[config.mk]
export PLATFORM = sky130hd
export DESIGN_NAME = escape_chain_text_encoder_top
export DESIGN_NICKNAME = d
export VERILOG_FILES = /design/src/rtl/core/ectx_pkg.sv /design/src/rtl/core/ectx_front.sv /design/src/rtl/core/ectx_queue.sv /design/src/rtl/core/ectx_back.sv /design/src/rtl/core/escape_chain_text_encoder_top.sv
export VERILOG_INCLUDE_DIRS = /design/src /design/src/rtl/core
export SDC_FILE = /design/constraint.sdc
export NUM_CORES = 1
export LEC_CHECK = 0
export ABC_AREA = 1
export BUFFER_PORTS_ARGS = -buffer_cell sky130_fd_sc_hd__buf_2
export CORE_UTILIZATION = 35
export DETAILED_ROUTE_END_ITERATION = 10
export PLACE_DENSITY = 0.52
export SLEW_MARGIN = 25
export SYNTH_ARGS = -nofsm -noshare
export SYNTH_HDL_FRONTEND = slang
export SYNTH_SLANG_ARGS = --single-unit
[constraint.sdc]
create_clock -name clk -period 7.45 [get_ports clk]
set_input_delay 0.3725 -clock clk [delete_from_list [all_inputs] [get_ports clk]]
set_output_delay 0.3725 -clock clk [all_outputs]
set_load 0.05 [all_outputs]
[src/rtl/core/escape_chain_text_encoder_top_assert.svh]
// Assertion shorthands shared by the encoder RTL.
`ifndef ESCAPE_CHAIN_TEXT_ENCODER_TOP_ASSERT_SVH
`define ESCAPE_CHAIN_TEXT_ENCODER_TOP_ASSERT_SVH

// Condition holds at every clock edge out of reset.
`define ECTX_ASSERT_ALWAYS(label, clk, rst, cond, msg) \
  label: assert property (@(posedge clk) disable iff (rst) (cond)) else $error(msg);

// Consequent holds in the same cycle as the antecedent.
`define ECTX_ASSERT_IMPLIES(label, clk, rst, ante, cons, msg) \
  label: assert property (@(posedge clk) disable iff (rst) (ante) |-> (cons)) \
    else $error(msg);

// Consequent holds in the cycle after the antecedent.
`define ECTX_ASSERT_NEXT(label, clk, rst, ante, cons, msg) \
  label: assert property (@(posedge clk) disable iff (rst) (ante) |=> (cons)) \
    else $error(msg);

`endif

[src/rtl/core/ectx_pkg.sv]
`default_nettype none
package ectx_pkg;

  // Character codes
  localparam logic [7:0] CH_SPACE = 8'd32;
  localparam logic [7:0] CH_LF    = 8'd10;
  localparam logic [7:0] CH_UNDER = 8'd95;
  localparam logic [7:0] CH_N     = 8'd110;
  localparam logic [7:0] CH_U     = 8'd117;

  localparam logic [7:0] FIRST_OFFSET = 8'd2;

  // Configuration registers
  localparam int CFG_INDEX_W = 1;
  localparam int CFG_DATA_W  = 12;
  localparam logic [CFG_INDEX_W-1:0] REG_SPACE_THRESHOLD = 1'd0;
  localparam logic [CFG_INDEX_W-1:0] REG_LINE_LENGTH     = 1'd1;
  localparam logic [11:0] THRESHOLD_RESET   = 12'd800;
  localparam logic [7:0]  LINE_LENGTH_RESET = 8'd80;

  typedef struct packed {
    logic [7:0] data_byte;
    logic       first_of_message;
  } item_t;

  typedef struct packed {
    logic [7:0] out_byte;
    logic       last_of_run;
  } result_t;

  // One classified item: one or two padded bytes plus the message-start mark.
  typedef struct packed {
    logic [7:0] pad0;
    logic [7:0] pad1;
    logic       two;
    logic       clear;
  } pad_entry_t;

  // Head of the queue as seen by the back end.
  typedef struct packed {
    logic       valid;
    pad_entry_t entry;
  } queue_head_t;

endpackage
`default_nettype wire

[src/rtl/core/ectx_front.sv]
`default_nettype none
module ectx_front import ectx_pkg::*; (
  input  wire         clk,
  input  wire         rst,
  input  wire         item_valid,
  output logic        item_stall,
  input  item_t       item_data,
  input  wire         queue_full,
  output logic        push,
  output pad_entry_t  push_entry
);

  always_comb begin
    push_entry.clear = item_data.first_of_message;
    push_entry.two   = 1'b1;
    push_entry.pad0  = ~CH_UNDER;
    push_entry.pad1  = 8'd0;
    priority if (item_data.data_byte == CH_SPACE) begin
      push_entry.pad1 = ~CH_UNDER;
    end else if (item_data.data_byte == CH_LF) begin
      push_entry.pad1 = ~CH_N;
    end else if (item_data.data_byte == CH_UNDER) begin
      push_entry.pad1 = ~CH_U;
    end else begin
      push_entry.pad0 = ~item_data.data_byte;
      push_entry.two  = 1'b0;
    end
  end

  assign item_stall = queue_full;
  assign push       = item_valid && !queue_full;

`include "escape_chain_text_encoder_top_assert.svh"

  `ECTX_ASSERT_IMPLIES(a_push_needs_room, clk, rst, push, !queue_full, "push into full queue")

endmodule
`default_nettype wire

[src/rtl/core/ectx_queue.sv]
`default_nettype none
module ectx_queue import ectx_pkg::*; #(
  parameter int DEPTH = 2
) (
  input  wire          clk,
  input  wire          rst,
  input  wire          push,
  input  pad_entry_t   push_entry,
  input  wire          pop,
  output logic         full,
  output queue_head_t  head
);

  localparam int PTR_W = (DEPTH > 1) ? $clog2(DEPTH) : 1;
  localparam int CNT_W = $clog2(DEPTH + 1);

  pad_entry_t       slots [DEPTH];
  logic [PTR_W-1:0] wr_ptr;
  logic [PTR_W-1:0] rd_ptr;
  logic [CNT_W-1:0] count;

  assign full       = (count == CNT_W'(DEPTH));
  assign head.valid = (count != '0);
  assign head.entry = slots[rd_ptr];

  always_ff @(posedge clk) begin
    if (push) begin
      slots[wr_ptr] <= push_entry;
    end
  end

  always_ff @(posedge clk) begin
    if (rst) begin
      wr_ptr <= '0;
      rd_ptr <= '0;
      count  <= '0;
    end else begin
      if (push) begin
        wr_ptr <= (wr_ptr == PTR_W'(DEPTH - 1)) ? '0 : wr_ptr + 1'b1;
      end
      if (pop) begin
        rd_ptr <= (rd_ptr == PTR_W'(DEPTH - 1)) ? '0 : rd_ptr + 1'b1;
      end
      unique case ({push, pop})
        2'b10:   count <= count + 1'b1;
        2'b01:   count <= count - 1'b1;
        default: count <= count;
      endcase
    end
  end

`include "escape_chain_text_encoder_top_assert.svh"

  `ECTX_ASSERT_ALWAYS(a_count_bound, clk, rst, count <= CNT_W'(DEPTH), "queue count overflow")
  `ECTX_ASSERT_IMPLIES(a_pop_nonempty, clk, rst, pop, head.valid, "pop from empty queue")

endmodule
`default_nettype wire

[src/rtl/core/ectx_back.sv]
`default_nettype none
module ectx_back import ectx_pkg::*; (
  input  wire          clk,
  input  wire          rst,
  input  queue_head_t  head,
  output logic         pop,
  input  wire  [11:0]  space_threshold,
  input  wire  [7:0]   line_length,
  output logic         result_valid,
  input  wire          result_stall,
  output result_t      result_data
);

  localparam logic [1:0] PH_CODE  = 2'd0;
  localparam logic [1:0] PH_SPACE = 2'd1;
  localparam logic [1:0] PH_LF    = 2'd2;

  logic [1:0]  phase;
  logic [1:0]  phase_next;
  logic        lf_pend;
  logic        lf_pend_next;
  logic        pidx;
  logic [7:0]  previous_code;
  logic        awaiting_first;
  logic [12:0] value_sum;
  logic [7:0]  column_count;

  logic        adv;
  logic        use_clear;
  logic [7:0]  cur_pad;
  logic [7:0]  eff_prev;
  logic        eff_await;
  logic [12:0] eff_sum;
  logic [7:0]  eff_col;
  logic [7:0]  code;
  logic [7:0]  diff;
  logic [7:0]  total;
  logic [12:0] sum_new;
  logic        space_hit;
  logic [7:0]  col_one;
  logic        lf_hit;
  logic [7:0]  col_final;
  logic        last_pad;
  logic        emit;
  logic [7:0]  emit_byte;
  logic        emit_last;
  logic        pad_done;

  assign adv       = head.valid && (!result_valid || !result_stall);
  assign use_clear = head.entry.clear && !pidx;
  assign cur_pad   = pidx ? head.entry.pad1 : head.entry.pad0;
  assign last_pad  = !head.entry.two || pidx;

  assign eff_prev  = use_clear ? 8'd0  : previous_code;
  assign eff_await = use_clear ? 1'b1  : awaiting_first;
  assign eff_sum   = use_clear ? 13'd0 : value_sum;
  assign eff_col   = use_clear ? 8'd0  : column_count;

  // Chain the padded byte to the previous code.
  assign diff  = cur_pad - eff_prev;
  assign total = cur_pad + eff_prev;
  always_comb begin
    priority if (eff_await) begin
      code = cur_pad + FIRST_OFFSET;
    end else if (cur_pad[7]) begin
      code = {1'b1, diff[6:0]};
    end else begin
      code = {1'b0, total[6:0]};
    end
  end

  assign sum_new   = eff_sum + {5'd0, code};
  assign space_hit = (sum_new >= {1'b0, space_threshold});
  assign col_one   = eff_col + {7'd0, space_hit};
  assign lf_hit    = (col_one >= line_length);
  assign col_final = (lf_hit ? 8'd0 : col_one) + 8'd1;

  always_comb begin
    phase_next   = PH_CODE;
    lf_pend_next = 1'b0;
    emit         = 1'b1;
    emit_byte    = code;
    emit_last    = 1'b0;
    pad_done     = 1'b0;
    unique case (phase)
      PH_CODE: begin
        emit_byte = code;
        if (space_hit) begin
          phase_next   = PH_SPACE;
          lf_pend_next = lf_hit;
        end else if (lf_hit) begin
          phase_next = PH_LF;
        end else begin
          pad_done = 1'b1;
        end
        emit_last = !space_hit && !lf_hit && last_pad;
      end
      PH_SPACE: begin
        emit_byte = CH_SPACE;
        if (lf_pend) begin
          phase_next = PH_LF;
        end else begin
          pad_done  = 1'b1;
          emit_last = last_pad;
        end
      end
      PH_LF: begin
        emit_byte = CH_LF;
        pad_done  = 1'b1;
        emit_last = last_pad;
      end
      default: begin
        emit = 1'b0;
      end
    endcase
  end

  assign pop = adv && pad_done && last_pad;

  always_ff @(posedge clk) begin
    if (rst) begin
      phase          <= PH_CODE;
      lf_pend        <= 1'b0;
      pidx           <= 1'b0;
      previous_code  <= 8'd0;
      awaiting_first <= 1'b1;
      value_sum      <= 13'd0;
      column_count   <= 8'd0;
      result_valid   <= 1'b0;
    end else begin
      if (adv) begin
        phase   <= phase_next;
        lf_pend <= lf_pend_next;
        if (pad_done) begin
          pidx <= !last_pad;
        end
        if (phase == PH_CODE) begin
          previous_code  <= code;
          awaiting_first <= 1'b0;
          value_sum      <= space_hit ? 13'd0 : sum_new;
          column_count   <= col_final;
        end
      end
      if (adv && emit) begin
        result_valid <= 1'b1;
      end else if (!result_stall) begin
        result_valid <= 1'b0;
      end
    end
  end

  always_ff @(posedge clk) begin
    if (adv && emit) begin
      result_data.out_byte    <= emit_byte;
      result_data.last_of_run <= emit_last;
    end
  end

`include "escape_chain_text_encoder_top_assert.svh"

  `ECTX_ASSERT_IMPLIES(a_mid_item_has_head, clk, rst, phase != PH_CODE, head.valid, "mid-item without queue head")
  `ECTX_ASSERT_IMPLIES(a_mid_item_has_result, clk, rst, phase != PH_CODE, result_valid, "pending insert without held result")
  `ECTX_ASSERT_NEXT(a_taken_result_drains, clk, rst, result_valid && !result_stall && !(adv && emit), !result_valid, "result taken but still valid")

endmodule
`default_nettype wire

[src/rtl/core/escape_chain_text_encoder_top.sv]
// An accepted item is written into a queue slot, then each result into the output register.
// Throughput: one result per cycle while the queue holds an item and result_stall is low;
// an item yields 1 to 6 results. The back-end sequencer that emits one byte per cycle sets
// that rate; the front takes an item every cycle while the queue has room.
// Reset (rst, synchronous): queue empty, no result held, chain state cleared, registers
// back to threshold 800 and line length 80.
`default_nettype none
module escape_chain_text_encoder_top import ectx_pkg::*; #(
  parameter int QUEUE_DEPTH = 2
) (
  input  wire                    clk,
  input  wire                    rst,
  input  wire                    item_valid,
  output logic                   item_stall,
  input  item_t                  item_data,
  output logic                   result_valid,
  input  wire                    result_stall,
  output result_t                result_data,
  input  wire                    cfg_wr_en,
  input  wire  [CFG_INDEX_W-1:0] cfg_index,
  input  wire  [CFG_DATA_W-1:0]  cfg_wdata
);

  // Configuration registers; the user must write them only while the encoder is idle (not enforced).
  logic [11:0] space_threshold;
  logic [7:0]  line_length;

  always_ff @(posedge clk) begin
    if (rst) begin
      space_threshold <= THRESHOLD_RESET;
      line_length     <= LINE_LENGTH_RESET;
    end else if (cfg_wr_en) begin
      unique case (cfg_index)
        REG_SPACE_THRESHOLD: space_threshold <= cfg_wdata;
        REG_LINE_LENGTH:     line_length     <= cfg_wdata[7:0];
        default:             space_threshold <= space_threshold;
      endcase
    end
  end

  // Front: classify each byte into one or two padded bytes and push the transaction.
  logic        push;
  pad_entry_t  push_entry;
  logic        queue_full;

  ectx_front u_front (
    .clk        (clk),
    .rst        (rst),
    .item_valid (item_valid),
    .item_stall (item_stall),
    .item_data  (item_data),
    .queue_full (queue_full),
    .push       (push),
    .push_entry (push_entry)
  );

  // Queue: decouple classification from the back end, which emits one byte per cycle unless stalled.
  logic        pop;
  queue_head_t head;

  ectx_queue #(
    .DEPTH (QUEUE_DEPTH)
  ) u_queue (
    .clk        (clk),
    .rst        (rst),
    .push       (push),
    .push_entry (push_entry),
    .pop        (pop),
    .full       (queue_full),
    .head       (head)
  );

  // Back: chain-encode, then insert spaces and line feeds; hold results in an
  // output register. While a held result is stalled, the back end and the queue wait.
  ectx_back u_back (
    .clk             (clk),
    .rst             (rst),
    .head            (head),
    .pop             (pop),
    .space_threshold (space_threshold),
    .line_length     (line_length),
    .result_valid    (result_valid),
    .result_stall    (result_stall),
    .result_data     (result_data)
  );

endmodule
`default_nettype wire

==> After elaboration in Yosys (flattened, before gate mapping) <==
Memory sizes are Yosys's and may differ from the RTL's. A register that Yosys moved wholly into a read port is not among the register bits.
Index checks and enable logic that the tools add are counted.
W data, S select, Z words.
{ "word_totals": {"wordCells": 106, "out_inout_bits": 11, "input_bits": 27, "memories": 1, "mem_bits_rw": 36, "register_bits": 67} }
{ "mem_list": {"columns": ["name", "words", "word_bits", "rd", "rd_ports_with_merged_regs", "wr", "line_no", "source"], "rows": [
  ["u_queue.slots", 2, 18, 1, 1, 1, "ectx_queue.sv:17", "pad_entry_t slots [DEPTH];"]
]} }
{ "op_classes": {"add_sub_neg": 10, "reduce_logical": 26, "order_cmp": 2, "mux": 41, "n_bitwise": 2, "eq_ne": 9} }
{ "op_table": {"columns": ["op", "n"], "rows": [
  ["$mux W8", 11],
  ["$mux W13", 2],
  ["$mux W1", 19],
  ["$pmux W8 S2", 1],
  ["$add A13 B8 Y13", 1],
  ["$ge A13 B12 Y1", 1],
  ["$add A8 B1 Y8", 1],
  ["$add A8 B1 Y8 const B", 1],
  ["$add A8 B2 Y8 const B", 1],
  ["$eq A8 B4 Y1 const B", 1],
  ["$eq A8 B6 Y1 const B", 1],
  ["$eq A8 B7 Y1 const B", 1],
  ["$ge A8 B8 Y1", 1],
  ["$logic_and A1 B1 Y1", 8],
  ["$logic_not A1 Y1", 8],
  ["$not A8 Y8", 1],
  ["$pmux W2 S2", 2],
  ["$reduce_and A2 Y1", 4],
  ["$add A7 B7 Y7", 1],
  ["$mux W7", 1],
  ["$sub A7 B7 Y7", 1],
  ["$eq A2 B2 Y1 const B", 3],
  ["$mux W2", 3],
  ["$pmux W1 S3", 2],
  ["10 further kinds", 14]
]} }

==> Longest topological paths before layout <==
{ "logic_depth": {"word_depth": 17, "ltp_mapped": 65} }

==> Hierarchy <==
A second synthesis with hierarchy kept.
{ "unflattened": {"hier_cells": 821, "hier_area_um2": 6566.3} }
{ "by_module_without_submodules": {"columns": ["mod", "cells_each", "instances", "seq_area_each_um2", "area_per_inst_um2"], "rows": [
  ["ectx_back", 570, 1, 950.9, 3958.8],
  ["ectx_queue", 89, 1, 1181.1, 1577.8],
  ["escape_chain_text_encoder_top", 109, 1, 400.4, 782.0],
  ["ectx_front", 53, 1, 0.0, 247.7]
]} }

==> Worst setup path after synthesis <==
OpenSTA, ideal clock, no wires.
{ "synth_timing": {"path_kind": "reg2reg", "from": "reg u_back.pidx", "to": "reg u_queue.count[1]", "path_slack_ns": 0.090, "synth_period_minus_slack_ns": 7.360, "setup_time_ns": 0.070, "t_arrival_ns": 7.290, "required_time_ns": 7.380, "path_buffers": 2, "path_stages_with_launch": 61, "cell_sequence": "dfxtp_1 inv_4 nand3_4 buf_12 inv_2 buf_2 nor2_1 inv_1 ha_1 nor2_1 xnor2_1 inv_1 ha_1 a21o_1 o21ai_0 inv_1 o21ai_0 a21oi_1 [25 not listed] nand2_1 nand2_1 inv_2 ha_1 a21oi_1 o21a_1 nand3_1 nor2_1 nand4_1 nand2_1 nand3_1 inv_1 ha_1 inv_1 nand2_1 nor2_1 o21ai_0 a21oi_1"} }
{ "synth_between": {"elab_chain_len": 17, "word_cells_on_any_way": 26} }
{ "synth_rtl": {"columns": ["element", "line_no", "source"], "rows": [
  ["start: declaration", "ectx_back.sv:22", "logic pidx;"],
  ["start signal: assignment", "ectx_back.sv:135", "pidx <= !last_pad;"],
  ["$logic_not A1 Y1", "ectx_back.sv:50", "assign use_clear = head.entry.clear && !pidx;"],
  ["$logic_and A1 B1 Y1", "ectx_back.sv:50", null],
  ["$mux W7", "ectx_back.sv:54", "assign eff_prev = use_clear ? 8'd0 : previous_code;"],
  ["$add A7 B7 Y7 or $sub A7 B7 Y7 (tied branches)", "ectx_back.sv:61, ectx_back.sv:60", null],
  ["$mux W8", "ectx_back.sv:65", "end else if (cur_pad[7]) begin"],
  ["$mux W8 (*)", "ectx_back.sv:63", "priority if (eff_await) begin"],
  ["named net u_back.code[5]", "ectx_back.sv:35", "logic [7:0] code;"],
  ["$add A13 B8 Y13 (*)", "ectx_back.sv:72", "assign sum_new = eff_sum + {5'd0, code};"],
  ["[2 not listed]", null, null],
  ["$ge A8 B8 Y1", "ectx_back.sv:75", "assign lf_hit = (col_one >= line_length);"],
  ["$mux W1", "ectx_back.sv:91", "end else if (lf_hit) begin"],
  ["$mux W1 (*)", "ectx_back.sv:88", "if (space_hit) begin"],
  ["$pmux W1 S3 (*)", "ectx_back.sv:85", "unique case (phase)"],
  ["$logic_and A1 B1 Y1 (*) (2 in a row)", "ectx_back.sv:118", "assign pop = adv && pad_done && last_pad;"],
  ["named net pop", "escape_chain_text_encoder_top.sv:58", "logic pop;"],
  ["$eq A2 B1 Y1 or $eq A2 B2 Y1 (tied branches)", "ectx_queue.sv:44", "unique case ({push, pop})"],
  ["$pmux W2 S2 or $reduce_bool A2 Y1 (tied branches)", null, null],
  ["end signal: assignment", "ectx_queue.sv:45", "2'b10: count <= count + 1'b1;"],
  ["end signal: assignment", "ectx_queue.sv:46", "2'b01: count <= count - 1'b1;"],
  ["end signal: assignment", "ectx_queue.sv:47", "default: count <= count;"],
  ["end: declaration", "ectx_queue.sv:20", "logic [CNT_W-1:0] count;"]
]} }
Mark *: on every way through the listed nets, which the timed path passes. The rest lies on a longest branch.
A chain may end at the register's enable or synchronous reset.

==> results.yml <==
global_routing:
  grt_pass1_vias: 4682
  grt_pass1_wl_mm: 21.8
  grtUsageMet2: 0.278
  grt_max_degree: 40
  grt-busiest-layer: "met2"
  grtUsageTotal: 0.166
  use_met1: 0.212
  grt_use_met3: 0.0346
  antenna_found_initial: 0
  grt_remaining_overflow: 0
synthesis:
  syn_area_per_cell_um2: 7.72
  synth_cell_types: 49
  syn-num-nets: 825
  synth_seq_cells: 94
  yosys_warnings: 0
  synth_area_um2: 5810
  synthCells: 752
  yosysSeqAreaShare: 0.384
setup_path:
  critical_path.endpoint_type: "flip-flop"
  cp_max_fo: 4
  critPathArrivalTime_ns: 7.18
  path_class: "flip-flop to flip-flop"
  max_stage_delay_ns: 0.39
  critPathRequiredTime_ns: 7.73
  critPathLaunchType: "flip-flop"
  critPathSlowestCell: "edfxtp_1"
sta:
  holdWs_ns: 0.217
  final_hold_viol_count: 0
  finalSetupTns_ns: 0
  max_slew_margin: 0.443
  fin_crit_sh: 0.926
  worstMarginPinSlew_ns: 0.827
  finalCriticalPeriod_ns: 6.90
  finalClockSkew_ns: 0.00824
  fmax_mhz: 145
  post-route-worst-setup-slack_ns: 0.550
  finalMaxSlewViolations: 0
  setup_violations: 0
floorplanning:
  num_rows: 46
  coreArea_um2: 16100
  chipWidth_um: 131
  io_pins: 38
  dieArea_um2: 17100
  initial_core_util: 0.362
  die_h_um: 131
final_layout:
  final_cell_mix: "nand2_1 (130), inv_1 (111), nor2_1 (70)"
  layout-drive-gt1-share: 0.247
  stdcell_area_um2: 6980
  finalNonFillerCells: 1030
  register_area_um2: 2240
  fin_nets: 882
  multi_input_area_um2: 3270
  utilization: 0.434
  final_common_cell: "nand2_1"
  antenna_cells: 0
  fill_cells: 1578
  syn_to_final_growth_pct: 20.1
placed_design:
  place_area_um2: 6300
  routabilityCongestion: 0.843
  dp_slack_ns: -0.122
  hpwl_mm: 9.97
  placed_cells: 1005
  io_buffers: 37
route:
  first_pass_iters: 4
  postRouteAntennaNets: 0
  wl_mm: 13.5
  drt_iter0_drc: 237
  vias: 4831
  vias_per_cell: 4.69
  drc: 0
  wl_per_cell_um: 13.1
pwr:
  p_per_area_nw_per_um2: 420
  power_mw: 2.93
  leakage_nw: 3.15
  ir_worst_vdd_v: 0.000161
min_path:
  hp-class: "input pin to flip-flop"
run:
  drv_cap: 0
clocking:
  clock_latency_ns: 0.35
  cts_tree: "built"
  clockBufferDepth: 2
  root_buffer: "clkbuf_16"
  clk_pin_slew_ns: 0.07
  cts.sinks: 94
  htree_levels: 3
  cts_hold_repair.buffers: 0
  cts_buffers: 9
status:
  status: "finished, final reports clean"
[state kept, by name (all words and copies together), names as in the netlist, named ones only]
register,cells
line_length,8
u_queue.slots,26
u_back.column_count,8
u_back.previous_code,7
u_queue.count,2
u_back.value_sum,13
u_back.result_valid,1
u_back.awaiting_first,1
u_queue.wr_ptr,1
space_threshold,12
u_back.phase,2
u_back.result_data,9
u_queue.rd_ptr,1
u_back.pidx,1
u_back.lf_pend,1
[routing by layer]
metal | vias to the layer above | part of all wire
li1 | 2538 | -
met1 | 2203 | 0.48
met2 | 74 | 0.47
met3 | 16 | 0.031
met4 | 0 | 0.017
met5 | - | 0
[final timing paths]
check | from | end | slack [ns] | depth (start not counted)
setup reg to reg | u_queue.slots[0][0]$_DFFE_PP_ | u_queue.count[1]$_SDFFE_PP0P_ | 0.55 | 59
setup / recovery | u_queue.slots[0][0]$_DFFE_PP_ | u_queue.count[1]$_SDFFE_PP0P_ | 0.55 | 59
hold / removal | item_data[0] | u_queue.slots[1][0]$_DFFE_PP_ | 0.22 | 1
hold reg to reg | u_back.value_sum[6]$_SDFFE_PP0P_ | u_back.value_sum[6]$_SDFFE_PP0P_ | 0.46 | 2
[cells by family (layout without fill, tap and decap cells)]
group / Yosys count / after routing / synth area share
and+or+nand+nor: 307 / 307 / 0.242
buffers and inverters: 145 / 207 / 0.101
AOI/OAI and AO/OA: 138 / 138 / 0.137
DFF: 94 / 94 / 0.384
adders and majority gates: 46 / 46 / 0.102
xor gates and xnor gates: 21 / 21 / 0.0330
muxes: 1 / 1 / 0.00172
[cells in the mapped netlist, drive strengths merged]
cell type | instances | area (µm²)
a32oi | 1 | 16.3
xnor2 | 10 | 87.6
buf | 7 | 63.8
nor3b | 2 | 15.0
nand2 | 160 | 641
fa | 2 | 40.0
or4 | 1 | 7.51
o211ai | 10 | 80.1
o21a | 4 | 30.0
nor2 | 88 | 360
nor3 | 5 | 35.0
xor2 | 11 | 104
nand4 | 9 | 62.6
nand3 | 32 | 205
a31o | 1 | 8.76
a21oi | 65 | 355
a21o | 1 | 7.51
clkbuf | 12 | 45.0
ha | 44 | 551
inv | 126 | 475
nand3b | 4 | 42.5
o21ai | 52 | 264
or2 | 6 | 37.5
edfxtp | 35 | 1050
dfxtp | 59 | 1180
a31oi | 2 | 12.5
mux2i | 1 | 10.0
o21bai | 2 | 18.8
[area by class of cell]
class                           count  share of cell area
Clock inverter                      6              0.0124
Sequential cell                    94               0.320
Timing Repair Buffer               65              0.0583
Inverter                          126              0.0689
Clock buffer                       10              0.0328
Tap cell                          216              0.0387
Multi-Input combinational cell    513               0.468
[where the power goes]
part,total [mW],internal [mW],switching [mW]
clock network,0.496,0.293,0.202
logic,1.72,0.652,1.06
registers,0.718,0.666,0.0525
[worst max-delay path: cells and delay by family (launching register included)]
| family | cells | cell delay (ns) |
|---|---|---|
| DFF | 1 | 0.39 |
| adders and majority gates | 7 | 1.77 |
| and+or+nand+nor | 30 | 2.58 |
| AOI/OAI and AO/OA | 9 | 1.12 |
| buffers and inverters | 12 | 0.80 |
| xor gates and xnor gates | 1 | 0.15 |
[timing repair]
item / CTS / global route
hold endpoints to repair: 0 / 0
setup endpoints to repair: 1 / 13
resized for setup: 6 / 68
pin swaps: 0 / 40
setup buffers: 0 / 9
(Power assumes the default switching activity.)
